[src/sv/fpalu_pkg.sv]
// package: types, constants and saturation helpers for the q24.8 fixed-point alu
package fpalu_pkg;

    localparam int WORD_W = 32;
    localparam int FRAC_W = 8;
    localparam int NUM_W  = WORD_W + FRAC_W;
    localparam int MAG_W  = 2 * WORD_W + 1 - FRAC_W;

    typedef enum logic [3:0] {
        OP_ADD = 4'd0, OP_SUB = 4'd1, OP_MUL = 4'd2, OP_DIV = 4'd3,
        OP_GT = 4'd4, OP_LT = 4'd5, OP_GE = 4'd6, OP_LE = 4'd7,
        OP_EQ = 4'd8, OP_NE = 4'd9, OP_MIN = 4'd10, OP_MAX = 4'd11,
        OP_INC = 4'd12, OP_DEC = 4'd13, OP_TO_INT = 4'd14, OP_FROM_INT = 4'd15
    } t_op;

    typedef struct packed {
        logic [3:0]               kind;
        logic signed [WORD_W-1:0] operand_a;
        logic signed [WORD_W-1:0] operand_b;
    } t_in_item;

    typedef struct packed {
        logic signed [WORD_W-1:0] result_value;
        logic                     compare_true;
        logic                     div_zero;
        logic                     saturated;
    } t_out_item;

    typedef struct packed {
        logic [3:0]               kind;
        logic signed [WORD_W-1:0] a;
        logic signed [WORD_W-1:0] b;
        logic [2*WORD_W-1:0]      prod;
        logic [NUM_W-1:0]         num;
        logic [WORD_W-1:0]        den;
        logic [WORD_W:0]          rem;
        logic [NUM_W-1:0]         quo;
    } t_stage;

    typedef struct packed {
        logic [WORD_W-1:0] value;
        logic              sat;
    } t_sat;

    function automatic t_sat clamp_signed(input logic signed [WORD_W:0] v);
        t_sat r;
        r.sat   = v[WORD_W] != v[WORD_W-1];
        r.value = r.sat ? {v[WORD_W], {(WORD_W-1){~v[WORD_W]}}} : v[WORD_W-1:0];
        return r;
    endfunction

    function automatic t_sat clamp_mag(input logic neg, input logic [MAG_W-1:0] m);
        logic [MAG_W-1:0] lim;
        t_sat             r;
        lim   = {{(MAG_W-WORD_W){1'b0}}, 1'b1, {(WORD_W-1){1'b0}}} - {{(MAG_W-1){1'b0}}, ~neg};
        r.sat = m > lim;
        r.value = r.sat ? lim[WORD_W-1:0] : m[WORD_W-1:0];
        if (neg) begin
            r.value = -r.value;
        end
        return r;
    endfunction

endpackage

[src/sv/fpalu_post.sv]
// result stage: rounding, saturation and operation select
module fpalu_post (
    input  fpalu_pkg::t_stage    i_stage,
    output fpalu_pkg::t_out_item o_item
);
    import fpalu_pkg::*;

    logic signed [WORD_W:0] ax, bx;
    logic [2*WORD_W:0]      prod_r;
    logic [NUM_W:0]         quo_r;
    logic [WORD_W-1:0]      mag_a;
    logic                   neg_md, a_gt_b, rnd;
    t_sat                   s;

    always_comb begin
        ax     = {i_stage.a[WORD_W-1], i_stage.a};
        bx     = {i_stage.b[WORD_W-1], i_stage.b};
        neg_md = i_stage.a[WORD_W-1] ^ i_stage.b[WORD_W-1];
        a_gt_b = i_stage.a > i_stage.b;
        mag_a  = i_stage.a[WORD_W-1] ? -i_stage.a : i_stage.a;
        prod_r = {1'b0, i_stage.prod} + (2*WORD_W+1)'(1 << (FRAC_W-1));
        rnd    = {i_stage.rem, 1'b0} >= {2'b00, i_stage.den};
        quo_r  = {1'b0, i_stage.quo} + {{NUM_W{1'b0}}, rnd};
        s      = '0;
        o_item = '0;
        case (t_op'(i_stage.kind))
            OP_ADD: s = clamp_signed(ax + bx);
            OP_SUB: s = clamp_signed(ax - bx);
            OP_MUL: s = clamp_mag(neg_md, prod_r[2*WORD_W:FRAC_W]);
            OP_DIV: begin
                if (i_stage.b == '0) begin
                    o_item.div_zero = 1'b1;
                end else begin
                    s = clamp_mag(neg_md, {{(MAG_W-NUM_W-1){1'b0}}, quo_r});
                end
            end
            OP_GT: o_item.compare_true = a_gt_b;
            OP_LT: o_item.compare_true = i_stage.a < i_stage.b;
            OP_GE: o_item.compare_true = i_stage.a >= i_stage.b;
            OP_LE: o_item.compare_true = !a_gt_b;
            OP_EQ: o_item.compare_true = i_stage.a == i_stage.b;
            OP_NE: o_item.compare_true = i_stage.a != i_stage.b;
            OP_MIN: s.value = a_gt_b ? i_stage.b : i_stage.a;
            OP_MAX: s.value = a_gt_b ? i_stage.a : i_stage.b;
            OP_INC: s = clamp_signed(ax + (WORD_W+1)'(1));
            OP_DEC: s = clamp_signed(ax - (WORD_W+1)'(1));
            OP_TO_INT: s.value = i_stage.a >>> FRAC_W;
            default: s = clamp_mag(i_stage.a[WORD_W-1],
                                   {{(MAG_W-NUM_W){1'b0}}, mag_a, {FRAC_W{1'b0}}});
        endcase
        o_item.result_value = s.value;
        o_item.saturated    = s.sat;
    end
endmodule

[config.mk]
export PLATFORM = sky130hd
export DESIGN_NAME = fpalu_post
export DESIGN_NICKNAME = d
export VERILOG_FILES = /design/src/sv/fpalu_pkg.sv /design/src/sv/fpalu_post.sv
export SDC_FILE = /design/constraint.sdc
export NUM_CORES = 1
export LEC_CHECK = 0
export BUFFER_PORTS_ARGS = -buffer_cell sky130_fd_sc_hd__buf_2
export CORE_ASPECT_RATIO = 0.7
export CORE_MARGIN = 8
export CORE_UTILIZATION = 51
export DETAILED_ROUTE_END_ITERATION = 10
export PLACE_DENSITY = 0.74
export SYNTH_ARGS = -nofsm -noshare
export SYNTH_HDL_FRONTEND = slang
export SYNTH_SLANG_ARGS = --single-unit
export TNS_END_PERCENT = 20
[constraint.sdc]
create_clock -name vclk -period 16.58
set_input_delay 3.316 -clock vclk [all_inputs]
set_output_delay 3.316 -clock vclk [all_outputs]
set_load 0.02 [all_outputs]
==> After elaboration in Yosys (flattened, before gate mapping) <==
Index checks and enable logic that the tools add are counted.
{ "totals": {"reg_bits": 0, "in_bits": 277, "out_inout_bits": 35, "word_cells": 70} }
{ "classes": {"add_sub_neg": 12, "magnitude_cmp": 7, "n_eq_ne": 20, "muxes": 19, "bitwise": 7, "reduce_logical": 5} }
{ "ops": {"columns": ["operator", "n"], "rows": [
  ["two-way mux 32 bit", 13],
  ["case mux 32 bit (10 select lines)", 1],
  ["negator 32 bit", 4],
  ["subtractor 32 x 1 -> 33 bit, first input constant", 2],
  ["adder 64 x 8 -> 65 bit, second input constant", 1],
  ["> comparator 40 x 57 -> 1 bit", 1],
  ["> comparator 41 x 57 -> 1 bit", 1],
  ["> comparator 57 bit", 1],
  ["adder 40 x 1 -> 41 bit", 1],
  ["greater-or-equal comparator 34 x 32 -> 1 bit", 1],
  ["adder 32 x 2 -> 33 bit, second input constant", 1],
  ["adder 32 x 32 -> 33 bit", 1],
  ["two-way mux 33 bit", 1],
  ["subtractor 32 x 2 -> 33 bit, second input constant", 1],
  ["subtractor 32 x 32 -> 33 bit", 1],
  ["== test 32 bit", 1],
  ["greater-or-equal comparator 32 bit", 1],
  ["> comparator 32 bit", 1],
  ["logical NOT 32 bit", 1],
  ["less-than comparator 32 bit", 1],
  ["inequality test 32 bit", 1],
  ["== test 4 bit, second input constant", 7],
  ["== test 4 x 3 -> 1 bit, second input constant", 4],
  ["OR reduction 9 bit", 1],
  ["11 further kinds", 21]
]} }

==> Depth between registers and ports, before layout <==
{ "depth": {"ltp_word": 9, "depth_mapped": 40, "depth_no_buf": 37} }

==> Least setup slack after synthesis <==
Ideal clock, no wire load.
{ "synth_timing": {"path_kind": "input-to-output", "from": "input port i_stage[240] (netlist name)", "to": "output port o_item[23] (netlist name)", "arrival_ns": 11.198, "required_ns": 13.264, "path_slack_ns": 2.066, "path_stages": 28, "n_path_buf": 6, "cell_sequence": "inv_1 -> ha_1 -> inv_1 -> clkbuf_1 -> clkbuf_1 -> clkbuf_1 -> ha_1 -> a21oi_1 -> nand2_1 -> a222oi_1 -> nor4b_1 -> a221oi_1 -> nor4_2 -> nand3_2 -> buf_6 -> buf_6 -> nand2_1 -> o21a_1 -> ha_1 -> clkbuf_1 -> nand2_1 -> nor3_1 -> nand4_1 -> o21ai_0 -> xnor2_1 -> a22oi_1 -> and4_1 -> a2111oi_0"} }
{ "synth_lines": {"columns": ["element", "line", "text"], "rows": [
  ["start: declaration", "fpalu_post.sv:3", "input fpalu_pkg::t_stage i_stage,"],
  ["end: declaration", "fpalu_post.sv:4", "output fpalu_pkg::t_out_item o_item"]
]} }

==> summary.md <==
| Metric | Value |
|---|---|
| F_max | `0.06175 GHz` |
| Syn Inst Count | `2712` |
| Peak fanout along the critical path | `19` |
| Post_cts resized | `0` |
| Hold Fails Final Rpt | `0` |
| Final core occ | `56.08%` |
| Share of cells above drive strength 1 | `13.10%` |
| Drt pass-1 iters | `7` |
| Die W | `236.0 um` |
| Vias per std cell | `7.280` |
| Area of the multi-input gates | `16070 um2` |
| Crit path required time | `13260 ps` |
| Outcome | `finished clean` |
| GR Util All Layers | `40.72%` |
| Post-layout nets | `3291` |
| Fillers | `3380` |
| IO Port Bufs | `265` |
| FF/Latch Area | `0 um2` |
| Hold endpoint | `o_item[8]` |
| Largest net degree at the start of global routing | `101` |
| Met2 wire length | `33160 um` |
| Final wirelength | `87850 um` |
| Cts hold-fix bufs | `0` |
| Worst Hold Class | `in2out` |
| Metal3 WL | `14300 um` |
| Vias post-DR | `23730` |
| Minimum clock period after layout | `16190 ps` |
| Synth Warn # | `0` |
| Worst Tran Pin Value | `1180 ps` |
| Crit path arrival time | `12880 ps` |
| Register area share after synthesis | `0%` |
| Hold depth | `4` |
| Vias in the first global route | `20880` |
| TNS Setup | `0 ps` |
| Setup Viol. Count Final | `0` |
| Crit-path max cell delay | `960 ps` |
| Clock buf count | `0` |
| Critical-path top delay cell | `nor4_1` |
| Hold_sp | `i_stage[214]` |
| P&R area growth vs syn | `8.433%` |
| Post-CTS Setup Bufs | `0` |
| RSZ-0062 raised after global routing | `false` |
| Most common cell after layout, fill and taps aside | `buf_2` |
| Met1 wire length | `36920 um` |
| Crit end category | `output port` |
| Setup crit start kind | `input pin` |
| Max-slew headroom | `20.59%` |
| Final Max Slew Viols | `0` |
| Die area | `40130 um2` |
| MaxCap Viol Count | `0` |
| WS Path Type | `in2out` |
| Routed Antenna Nets | `0` |
| Num sequential | `0` |
| DRC Markers | `0` |
| Drt wl/cell | `26.95 um` |
| Gr ovfl total | `0` |
| GP Congestion | `1.116` |
| Rows | `56` |
| Top routing layer in use | `met5` |
| Count of different cell masters after synthesis | `92` |
| Fin crit share | `97.68%` |
| Hpwl dp | `71510 um` |
| Die height | `170.0 um` |
| First-pass GRT wire length | `130300 um` |
| Syn Area/Cell | `6.374 um2` |
| Most frequent cells in the layout | `264 x buf_2, 250 x a21oi_1, 200 x nand2_1, 200 x nor2_1, 195 x o21ai_0` |
| Drt first-iter violations | `4281` |
| Starting Density | `51.72%` |
| Placeable Area | `33420 um2` |
| # IOs | `312` |
| Initial antenna violation count | `2` |
| Syn Nets | `3177` |
| Netlist Area Pre-Place | `17290 um2` |
-- through the flow --
step	cells	hold slack [ps]	setup slack (ps)	instance area (um2)
global placement	3259	7108	1351	18740
global route	3259	7140	113.2	18740
floorplan	2712	6832	2066	17290
finish	3260	7121	385.3	18740
CTS	3259	7117	1133	18740
detailed placement	3259	7115	1180	18740
-- how the worst max path moves through the flow --
| stage | start | endpoint | slack, ps | cells past startpoint |
|---|---|---|---|---|
| finish | i_stage[42] | o_item[29] | 390 | 38 |
| global route | i_stage[76] | o_item[29] | 110 | 39 |
| CTS | i_stage[42] | o_item[29] | 1130 | 38 |
| detailed placement | i_stage[42] | o_item[29] | 1180 | 38 |
| global placement | i_stage[42] | o_item[29] | 1350 | 38 |
| floorplan | i_stage[240] | o_item[23] | 2070 | 28 |
-- cells by family (layout without fill, tap and decap cells) --
| family | Yosys count | count (layout) | share of synthesized area, % |
|---|---|---|---|
| AND/OR/NAND/NOR | 1076 | 1076 | 33.28 |
| AO/OA/AOI/OAI | 883 | 883 | 33.37 |
| buffers and inverters | 328 | 440 | 7.333 |
| XOR/XNOR | 198 | 198 | 10.03 |
| adder cells (fa/ha/maj) | 188 | 188 | 13.70 |
| multiplexers | 39 | 39 | 2.287 |
| other | 0 | 1 | 0 |
-- worst max-delay path: cells and delay by family --
kind / cells / cell delay [ps]
AOI/OAI and AO/OA: 16 / 3400
buffers and inverters: 5 / 950
and+or+nand+nor: 11 / 3090
adders and majority gates: 5 / 1670
xor gates and xnor gates: 1 / 440
-- synthesized netlist by cell type, types with 42 or more instances --
cell	count	area, um2
and3_1	42	262.8
nor4_1	71	444.2
a21o_1	50	375.4
xor2_1	66	578.1
inv_1	137	514.2
xnor2_1	132	1156
nor3_1	102	510.5
nor2_1	200	750.7
o21ai_0	195	975.9
a21oi_1	251	1256
clkbuf_1	161	604.3
nand4_1	95	594.3
ha_1	186	2327
nand3_1	113	565.5
nand2_1	200	750.7
a211oi_1	47	352.8
-- metal layers --
layer	track usage, %	vias up
met4	12.86	2
met1	59.59	11020
li1	-	10540
met5	0	-
met3	12.46	240
met2	55.19	1940
-- final cells by class --
type,count,area share (%)
multi-input cells,2384,85.75
inverters,138,2.764
well taps,435,2.904
diodes,1,0.01335
repair buffers,302,8.571
