$ cat src/sv/fpalu_pkg.sv
// package: types, constants and saturation helpers for the q24.8 fixed-point alu
package fpalu_pkg;

    localparam int WORD_W = 32;
    localparam int FRAC_W = 8;
    localparam int NUM_W  = WORD_W + FRAC_W;
    localparam int MAG_W  = 2 * WORD_W + 1 - FRAC_W;

    typedef enum logic [3:0] {
        OP_ADD = 4'd0, OP_SUB = 4'd1, OP_MUL = 4'd2, OP_DIV = 4'd3,
        OP_GT = 4'd4, OP_LT = 4'd5, OP_GE = 4'd6, OP_LE = 4'd7,
        OP_EQ = 4'd8, OP_NE = 4'd9, OP_MIN = 4'd10, OP_MAX = 4'd11,
        OP_INC = 4'd12, OP_DEC = 4'd13, OP_TO_INT = 4'd14, OP_FROM_INT = 4'd15
    } t_op;

    typedef struct packed {
        logic [3:0]               kind;
        logic signed [WORD_W-1:0] operand_a;
        logic signed [WORD_W-1:0] operand_b;
    } t_in_item;

    typedef struct packed {
        logic signed [WORD_W-1:0] result_value;
        logic                     compare_true;
        logic                     div_zero;
        logic                     saturated;
    } t_out_item;

    typedef struct packed {
        logic [3:0]               kind;
        logic signed [WORD_W-1:0] a;
        logic signed [WORD_W-1:0] b;
        logic [2*WORD_W-1:0]      prod;
        logic [NUM_W-1:0]         num;
        logic [WORD_W-1:0]        den;
        logic [WORD_W:0]          rem;
        logic [NUM_W-1:0]         quo;
    } t_stage;

    typedef struct packed {
        logic [WORD_W-1:0] value;
        logic              sat;
    } t_sat;

    function automatic t_sat clamp_signed(input logic signed [WORD_W:0] v);
        t_sat r;
        r.sat   = v[WORD_W] != v[WORD_W-1];
        r.value = r.sat ? {v[WORD_W], {(WORD_W-1){~v[WORD_W]}}} : v[WORD_W-1:0];
        return r;
    endfunction

    function automatic t_sat clamp_mag(input logic neg, input logic [MAG_W-1:0] m);
        logic [MAG_W-1:0] lim;
        t_sat             r;
        lim   = {{(MAG_W-WORD_W){1'b0}}, 1'b1, {(WORD_W-1){1'b0}}} - {{(MAG_W-1){1'b0}}, ~neg};
        r.sat = m > lim;
        r.value = r.sat ? lim[WORD_W-1:0] : m[WORD_W-1:0];
        if (neg) begin
            r.value = -r.value;
        end
        return r;
    endfunction

endpackage

$ cat src/sv/fpalu_cell.sv
// one divider step cell: shifts a dividend bit into the remainder and carries the item
module fpalu_cell (
    input  logic                i_clk,
    input  logic                i_rst_n,
    input  logic                i_en,
    input  logic                i_valid,
    input  fpalu_pkg::t_stage   i_stage,
    output logic                o_valid,
    output fpalu_pkg::t_stage   o_stage
);
    import fpalu_pkg::*;

    logic            r_valid;
    t_stage          r_stage;
    t_stage          n_stage;
    logic [WORD_W:0] rem_sh;
    logic            ge;

    always_comb begin
        rem_sh        = {i_stage.rem[WORD_W-1:0], i_stage.num[NUM_W-1]};
        ge            = rem_sh >= {1'b0, i_stage.den};
        n_stage       = i_stage;
        n_stage.rem   = ge ? rem_sh - {1'b0, i_stage.den} : rem_sh;
        n_stage.num   = {i_stage.num[NUM_W-2:0], 1'b0};
        n_stage.quo   = {i_stage.quo[NUM_W-2:0], ge};
    end

    always_ff @(posedge i_clk) begin
        if (!i_rst_n) begin
            r_valid <= 1'b0;
        end else if (i_en) begin
            r_valid <= i_valid;
        end
        if (i_en) begin
            r_stage <= n_stage;
        end
    end

    assign o_valid = r_valid;
    assign o_stage = r_stage;
endmodule

$ cat config.mk
export PLATFORM = sky130hd
export DESIGN_NAME = fpalu_cell
export DESIGN_NICKNAME = d
export VERILOG_FILES = /design/src/sv/fpalu_pkg.sv /design/src/sv/fpalu_cell.sv
export SDC_FILE = /design/constraint.sdc
export NUM_CORES = 1
export LEC_CHECK = 0
export BUFFER_PORTS_ARGS = -buffer_cell sky130_fd_sc_hd__buf_2
export CAP_MARGIN = 15
export CORE_AREA = 2 2 215 217
export DETAILED_ROUTE_END_ITERATION = 16
export DIE_AREA = 0 0 217 219
export PLACE_DENSITY_LB_ADDON = 0.3
export REMOVE_ABC_BUFFERS = 1
export SYNTH_ARGS = -nofsm -noshare
export SYNTH_HDL_FRONTEND = slang
export SYNTH_SLANG_ARGS = --single-unit
$ cat constraint.sdc
create_clock -name i_clk -period 4.3 [get_ports i_clk]
set_clock_uncertainty 0.2 [all_clocks]
set_input_delay 0.43 -clock i_clk [delete_from_list [all_inputs] [get_ports i_clk]]
set_output_delay 0.43 -clock i_clk [all_outputs]
set_load 0.1 [all_outputs]
Word level (Yosys, flattened, before mapping) --
Index checks and enable logic that the tools add are counted. Widths: inputs -> output; s select.
Operators by class: $add $sub $neg 1, $mul 0, divide/modulo/power cells 0, magnitude comparators 1, equal/unequal tests 0, shift-type cells 0, muxes and demuxes 1, bitwise operators 0, reductions and logical operators 0
Operator list (count):
- $ge 33x32->1 | 1
- $mux 33 | 1
- $sub 33x32->33 | 1
Word-level totals: register bits 277, latch bits 0, bits in writable memories 0, memory bits (read-only) 0, output and inout bits 278, logic and storage cells 12, memories 0

Depth between registers and ports, before layout --
Gate-level depths: netlist of the first run.
depth after elaboration 2, mapped depth 13

Worst setup path before layout of the first run --
OpenSTA, ideal clock, no wires.
path kind input to register, from input i_stage[144] (netlist name), to register r_stage, in the netlist o_stage[72], data pin, data arrival time 2.463 ns, required time 3.840 ns, slack 1.377 ns, stages 11, path buffers 0, cell sequence inv_1 > ha_1 > fa_1 > nor2b_1 > o21bai_1 > nand2_1 > a211oi_2 > a2111oi_2 > o21ai_2 > o21ai_1 > mux2_2
RTL lines:
- from (decl) | RTL line fpalu_cell.sv:7 | input fpalu_pkg::t_stage i_stage,
- to (signal assigned) | RTL line fpalu_cell.sv:35 | r_stage <= n_stage;
- to (decl) | RTL line fpalu_cell.sv:14 | t_stage r_stage;

==> run_results.csv, run 1 <==
group,metric,value,unit
synth,synth_ff_type,"edfxtp_1",
synth,synth_top_area_cell,"edfxtp_1",
routing,num_vias,8832,
run_status,status,"completed",
timing,final_hold_viol_count,0,
die,die_x,217,um
clock_network,cts_setup_buffers,0,
timing,maxSlewHeadroom,49.8,%
global_routing,antenna_found_initial,7,
routing,wl_per_cell,19.2,um
worst_setup_path,crit_fanout,35,
cells_and_area,drive_above_1_share,41.1,%
synth,ys_types,62,
clock_network,clockRootBuffer,"clkbuf_16",
cells_and_area,nNetsFinal,1818,
global_routing,overflow,0,
timing,tns,0,ps
worst_setup_path,path_cells,"dlygate4sd3_1 -> buf_2 -> inv_1 -> ha_1 -> a21oi_4 -> o21ai_2 -> a32o_2 -> a211oi_4 -> nand4_2 -> nand2_2 -> buf_4 -> o21ai_0",
clock_network,h-tree-depth,2,
die,initial_core_util,23.9,%
run,max_cap_violations,0,
global_routing,track_usage,16.3,%
placement,post-place-cells,1803,
timing,post-route-min-period,3580,ps
worst_setup_path,slowest_delay,610,ps
power,power_frac_seq,36.5,%
power,clockPowerShare,32.1,%
synth,syn_inst,657,
worst_setup_path,path_class,"input port to flip-flop",
clock_network,clk_pin_slew_worst_paths,50,ps
die,pin_count,559,
synth,ys_ff_latch,277,
timing,worst_pin_slew,753,ps
global_routing,grt_pass1_vias,9169,
worst_setup_path,endpoint_kind,"flip-flop",
synth,syn_avg_cell_area,16.4,um2
power,swShare,38.1,%
placement,dp_slack,656,ps
timing,drv_slew,0,
clock_network,cts_buffers,34,
synth,synth_edf_count,276,
worst_setup_path,start_kind,"input port",
die,fp-row-count,78,
worst_setup_path,crit_arrival,3640,ps
routing,vias_per_cell,4.14,
routing,routed_wl,41000,um
cells_and_area,fin_cells,2131,
cells_and_area,area_growth,68.0,%
routing,ant_nets,0,
power,vdd_drop_max,323,uV
timing,setup_viol,0,
synth,ys.warnings.count,0,
die,dieArea,47500,um2
timing,holdWs,41.0,ps
power,comb_power_share,31.4,%
cells_and_area,final_util,40.1,%
timing,rsz0062_at_grt,"false",
timing,finalCritPeriodShare,83.4,%
power,netSwitchingPower,3.46,mW
clock_network,clock_path_buffers,3,
clock_network,cts_tree,"yes",
routing,drc,0,
worst_setup_path,required,4360,ps
routing,drtIter0Drc,358,
synth,yosys.area.top_type_share,77.0,%
die,die_y,219,um
power,p_int,5.62,mW
worst_setup_path,cp_slowest_cell,"dlygate4sd3_1",
routing,dr.pass1.iters,4,
global_routing,grt_max_degree,93,
placement,hpwl,30100,um
clock_network,clock-sinks,277,
die,core,45100,um2
synth,synthesis.area,10800,um2
power,power.leakage,7.79,nW
timing,fmax,279,MHz
placement,gp_congestion,0.821,
power,power_density,503,nW/um2
synth,synthArstFlopShare,0,%
timing,setup_slack,715,ps
clock_network,clk_latency,530,ps
min_path,hold_class,"input port to flip-flop",
synth,synthTopCellsByArea,"edfxtp_1 77%, ha_1 3.7%, o21ai_0 2.0%",
synth,synth-seq-area-share,77.2,%
global_routing,grt_pass1_wl,57400,um
placement,port_buffers,555,
-- state kept, by name, indices dropped and copies added, names as in the netlist --
name / flops
o_stage: 276
o_valid: 1
-- repair_timing --
action / CTS / global route
hold endpoints to repair: 264 / 0
gates resized for setup: 0 / 0
setup endpoints to repair: 0 / 0
hold buffers: 265 / 0
-- cell usage in the layout (no fill, tap or decap), types with 6 or more instances in the layout --
cell,synthesis,routed
a211oi_1,6,6
nand2b_1,8,8
nand3_1,8,8
a21o_1,19,19
ha_1,32,32
o21ai_0,44,44
edfxtp_1,276,276
nand2_1,58,57
and2_1,6,6
xnor2_1,9,9
clkbuf_16,0,34
buf_2,7,554
dlygate4sd3_1,0,265
xor2_1,18,18
a21oi_1,26,26
clkbuf_1,4,9
nor2_1,20,20
inv_1,38,38
-- layout make-up --
cell class,instances,area (um2)
Fill cell,4304,27000
Sequential cell,277,8310
Timing Repair Buffer,827,5520
Multi-Input combinational cell,325,2220
Clock buffer,45,912
Tap cell,600,751
Clock inverter,14,215
Inverter,39,146
Antenna cell,4,10.0
-- power groups by stage --
stage                     combinational, mW  clock (mW)  sequential [mW]
final                                  2.85        2.91             3.32
after global routing                   2.96        3.12             3.34
after CTS                              2.87        3.02             3.32
after detailed placement               2.66           0             3.37
after global placement                 2.66           0             3.37
after floorplan                       0.320           0             5.13
-- path summary, 6_finish.rpt --
check / to / slack (ps) / start / depth (start not counted)
worst min-delay path: o_stage[66] / 40 / i_stage[65] / 3
worst max-delay path: o_stage[52] / 720 / i_stage[89] / 12
worst max register to register: o_valid / 2910 / o_valid / 3
worst min register to register: o_valid / 920 / o_valid / 3
-- per-layer routing --
layer | vias up | GRT usage, % | wire length (um)
met3 | 64 | 4.50 | 2770
met1 | 4258 | 17.8 | 15300
met5 | - | 0 | 27
li1 | 4174 | - | -
met4 | 4 | 6.85 | 1500
met2 | 332 | 29.6 | 21300
-- critical path, delay by kind of cell --
family | cells | cell delay, ps
buffers and inverters | 4 | 1140
AOI/OAI and AO/OA | 5 | 960
and+or+nand+nor | 2 | 690
adders and majority gates | 1 | 390
-- synthesized netlist by cell type (all sizes together), types with 3 or more instances --
cell,n
nor3b,3
inv,39
nand3,8
ha,32
xor2,18
a21o,19
and2,6
nand2,58
o21bai,3
xnor2,9
clkbuf,5
edfxtp,276
nand2b,8
a21oi,27
nor3,4
and3,3
o21a,5
buf,11
o21ai,51
a211oi,8
nand4,5
nor2,20
nor2b,5
o211ai,4
-- cell families after synthesis --
kind of cell | share of synthesized area (%)
xor+xnor | 2.20
other cells | 0.0348
simple gates | 5.59
flops | 77.2
mux | 0.198
fa+ha+maj | 3.91
buf+inv | 2.22
compound gates | 8.65
-- stage by stage --
| step | power (mW) | area [um2] |
|---|---|---|
| 2_1_floorplan | 5.45 | 10700 |
| 3_3_place_gp | 6.02 | 14300 |
| 3_5_place_dp | 6.03 | 14300 |
| 4_1_cts | 9.21 | 18100 |
| 5_1_grt | 9.42 | 18100 |
| 6_report | 9.09 | 18100 |
Note: power is estimated with default switching activity, not from simulation.
==> run 2: changes to the inputs <==
--- a/config.mk
+++ b/config.mk
@@ -5,6 +5,7 @@
 export SDC_FILE = /design/constraint.sdc
 export NUM_CORES = 1
 export LEC_CHECK = 0
+export ABC_AREA = 1
 export BUFFER_PORTS_ARGS = -buffer_cell sky130_fd_sc_hd__buf_2
 export CAP_MARGIN = 15
 export CORE_AREA = 2 2 215 217
==> constraint.sdc (replaced) <==
create_clock -name i_clk -period 3.5 [get_ports i_clk]
set_clock_uncertainty 0.2 [all_clocks]
set_input_delay 0.35 -clock i_clk [delete_from_list [all_inputs] [get_ports i_clk]]
set_output_delay 0.35 -clock i_clk [all_outputs]
set_load 0.1 [all_outputs]
==> run 2 against run 1 <==
Compared with the run above:
- hold slack improved by 230 ps
- sequential share of layout area fell by 2.4 points
- register-to-register slack got worse by 940 ps
- core utilization rose by 2.2 points
- wire length rose by 23%
- clock-buffer cell count fell by 10
- global-route usage rose by 3.8 points
- critical path depth rose by 5
- highest routed layer unchanged
==> run_results.csv, run 2 <==
group,metric,value,unit
run_status,status,"completed",
routing,ant_nets,0,
routing,vias_per_cell,4.23,
clock_network,cts_setup_buffers,0,
worst_setup_path,endpoint_kind,"flip-flop",
placement,gp_congestion,0.932,
cells_and_area,largest_reg_flops,276,
routing,drtIter0Drc,601,
min_path,hp-start,"i_stage[3]",
global_routing,grt_pass1_wl,69700,um
die,pin_count,559,
routing,dr.pass1.iters,5,
synth,synthesis.area,11600,um2
timing,final_hold_viol_count,0,
placement,placed_cell_area,15200,um2
die,die_x,217,um
worst_setup_path,r2r_cells,3,
clock_network,cts_tree,"yes",
min_path,holdPathStages,2,
timing,worst_pin_slew,622,ps
cells_and_area,nNetsFinal,2163,
cells_and_area,final_common_cell,"buf_2",
worst_setup_path,crit_arrival,2840,ps
cells_and_area,final_util,42.3,%
timing,rsz0062_at_grt,"false",
timing,post-route-min-period,2710,ps
clock_network,clk_pin_slew_worst_paths,60,ps
synth,synth_edf_count,276,
cells_and_area,register_area,8310,um2
cells_and_area,stdcell_area,19100,um2
timing,drv_slew,0,
synth,synthTopCellsByArea,"edfxtp_1 71%, nand2_1 10%, inv_1 5.4%",
power,power.leakage,9.00,nW
run,max_cap_violations,0,
power,power_frac_seq,36.8,%
clock_network,clockRootBuffer,"clkbuf_16",
worst_setup_path,cp_slowest_cell,"dlygate4sd3_1",
power,netSwitchingPower,4.38,mW
cells_and_area,fill_cells,4400,
worst_setup_path,start_kind,"input port",
clock_network,cts_buffers,31,
synth,synth_ff_type,"edfxtp_1",
power,clockPowerShare,31.1,%
worst_setup_path,slowest_delay,580,ps
routing,routed_wl,50300,um
synth,ys.warnings.count,0,
timing,holdWs,270,ps
cells_and_area,drive_above_1_share,34.3,%
power,power_density,580,nW/um2
clock_network,clk_latency,590,ps
global_routing,grt_max_degree,78,
synth,syn_avg_cell_area,11.9,um2
placement,hpwl,38500,um
power,swShare,39.6,%
timing,finalCritPeriodShare,77.4,%
global_routing,grt_pass1_vias,10600,
global_routing,overflow,0,
synth,synth-seq-area-share,71.3,%
min_path,hold_class,"input port to flip-flop",
synth,yosysMostFrequentCell,"nand2_1",
die,fp-row-count,78,
routing,drc,0,
cells_and_area,final_cell_mix,"554 x buf_2, 318 x nand2_1, 278 x dlygate4sd3_1",
worst_setup_path,required,3630,ps
synth,ys_ff_latch,277,
synth,synth_top_area_cell,"edfxtp_1",
clock_network,ctsResizeCount,0,
synth,yosys-top-cells-count,"318 x nand2_1, 276 x edfxtp_1, 167 x inv_1",
synth,yosys.area.top_type_share,71.1,%
worst_setup_path,path_cells,"dlygate4sd3_1 -> buf_2 -> inv_1 -> ha_1 -> nand2_1 -> inv_1 -> nand2_1 -> nand2_1 -> inv_1 -> nand2_1 -> inv_1 -> nand2_2 -> nand2_2 -> nand3_4 -> buf_4 -> nand2_1 -> nand2_1",
power,vdd_drop_max,392,uV
cells_and_area,area_growth,63.8,%
worst_setup_path,r2r_start,"o_valid",
global_routing,track_usage,20.1,%
worst_setup_path,cpMostUsedCell,"nand2_1",
synth,ys_types,32,
power,comb_power_share,32.1,%
clock_network,clock_path_buffers,3,
die,die_y,219,um
timing,maxSlewHeadroom,58.8,%
timing,setup_viol,0,
synth,synthArstFlopShare,0,%
worst_setup_path,startpoint,"i_stage[88]",
timing,tns,0,ps
synth,syn_inst,983,
worst_setup_path,r2r_slack,1970,ps
cells_and_area,multiInputGateArea,2610,um2
clock_network,clock-sinks,277,
timing,fmax,369,MHz
power,total_power,11.1,mW
global_routing,antenna_found_initial,5,
power,p_int,6.68,mW
worst_setup_path,crit_fanout,20,
worst_setup_path,path_class,"input port to flip-flop",
routing,num_vias,10500,
die,core,45100,um2
clock_network,h-tree-depth,1,
die,initial_core_util,25.8,%
routing,wl_per_cell,20.3,um
placement,port_buffers,555,
die,dieArea,47500,um2
==> run 2: cell families (layout without fill, tap and decap cells) <==
| group | count (synthesis) | in the layout | share of synthesized area, % |
|---|---|---|---|
| and+or+nand+nor | 447 | 447 | 16.5 |
| adders and majority gates | 33 | 33 | 3.61 |
| AOI/OAI and AO/OA | 26 | 26 | 1.14 |
| xor gates and xnor gates | 15 | 15 | 1.13 |
| other | 1 | 4 | 0.0322 |
| buffers and inverters | 184 | 1075 | 6.28 |
| DFF | 277 | 277 | 71.3 |
==> run 2: repair_timing <==
item | CTS | global route
setup endpoints to repair | 0 | 0
hold buffers | 278 | 0
hold endpoints to repair | 317 | 0
==> run 2: metrics by stage <==
step / worst slack, ps / std cells
2_1_floorplan: 939 / 970
3_3_place_gp: 752 / 2138
3_5_place_dp: 749 / 2138
4_1_cts: 762 / 2474
5_1_grt: 623 / 2476
6_report: 791 / 2477
==> run 2: metal layers <==
| layer | global-route usage (%) | share of wire [%] |
|---|---|---|
| met1 | 23.6 | 39 |
| met4 | 9.57 | 5.3 |
| met3 | 3.76 | 5.7 |
| met2 | 35.6 | 50 |
| met5 | 0 | 0.026 |
==> run 2: path summary, 6_finish.rpt <==
kind / end
max reg2reg: o_valid
min: o_stage[4]
max: o_stage[62]
min reg2reg: o_valid
==> run 2: power groups by stage <==
stage	Clock [mW]	Sequential (mW)	Combinational, mW
5_1_grt	3.65	4.10	3.69
3_5_place_dp	0	4.14	3.29
3_3_place_gp	0	4.14	3.29
4_1_cts	3.54	4.07	3.57
2_1_floorplan	0	6.22	0.427
6_report	3.44	4.07	3.55
==> run 2: layout make-up <==
cell class | instances | area share (%)
diodes | 3 | 0.0393
well taps | 600 | 3.93
inverters | 171 | 3.36
repair buffers | 846 | 29.9
clock inverters | 23 | 1.43
flip-flops and latches | 277 | 43.5
multi-input cells | 522 | 13.7
clock buffers | 35 | 4.14
==> run 2: worst max-delay path: cells and delay by family <==
family	cells	cell delay [ps]
fa+ha+maj	1	330
simple gates	9	840
buf+inv	7	1300
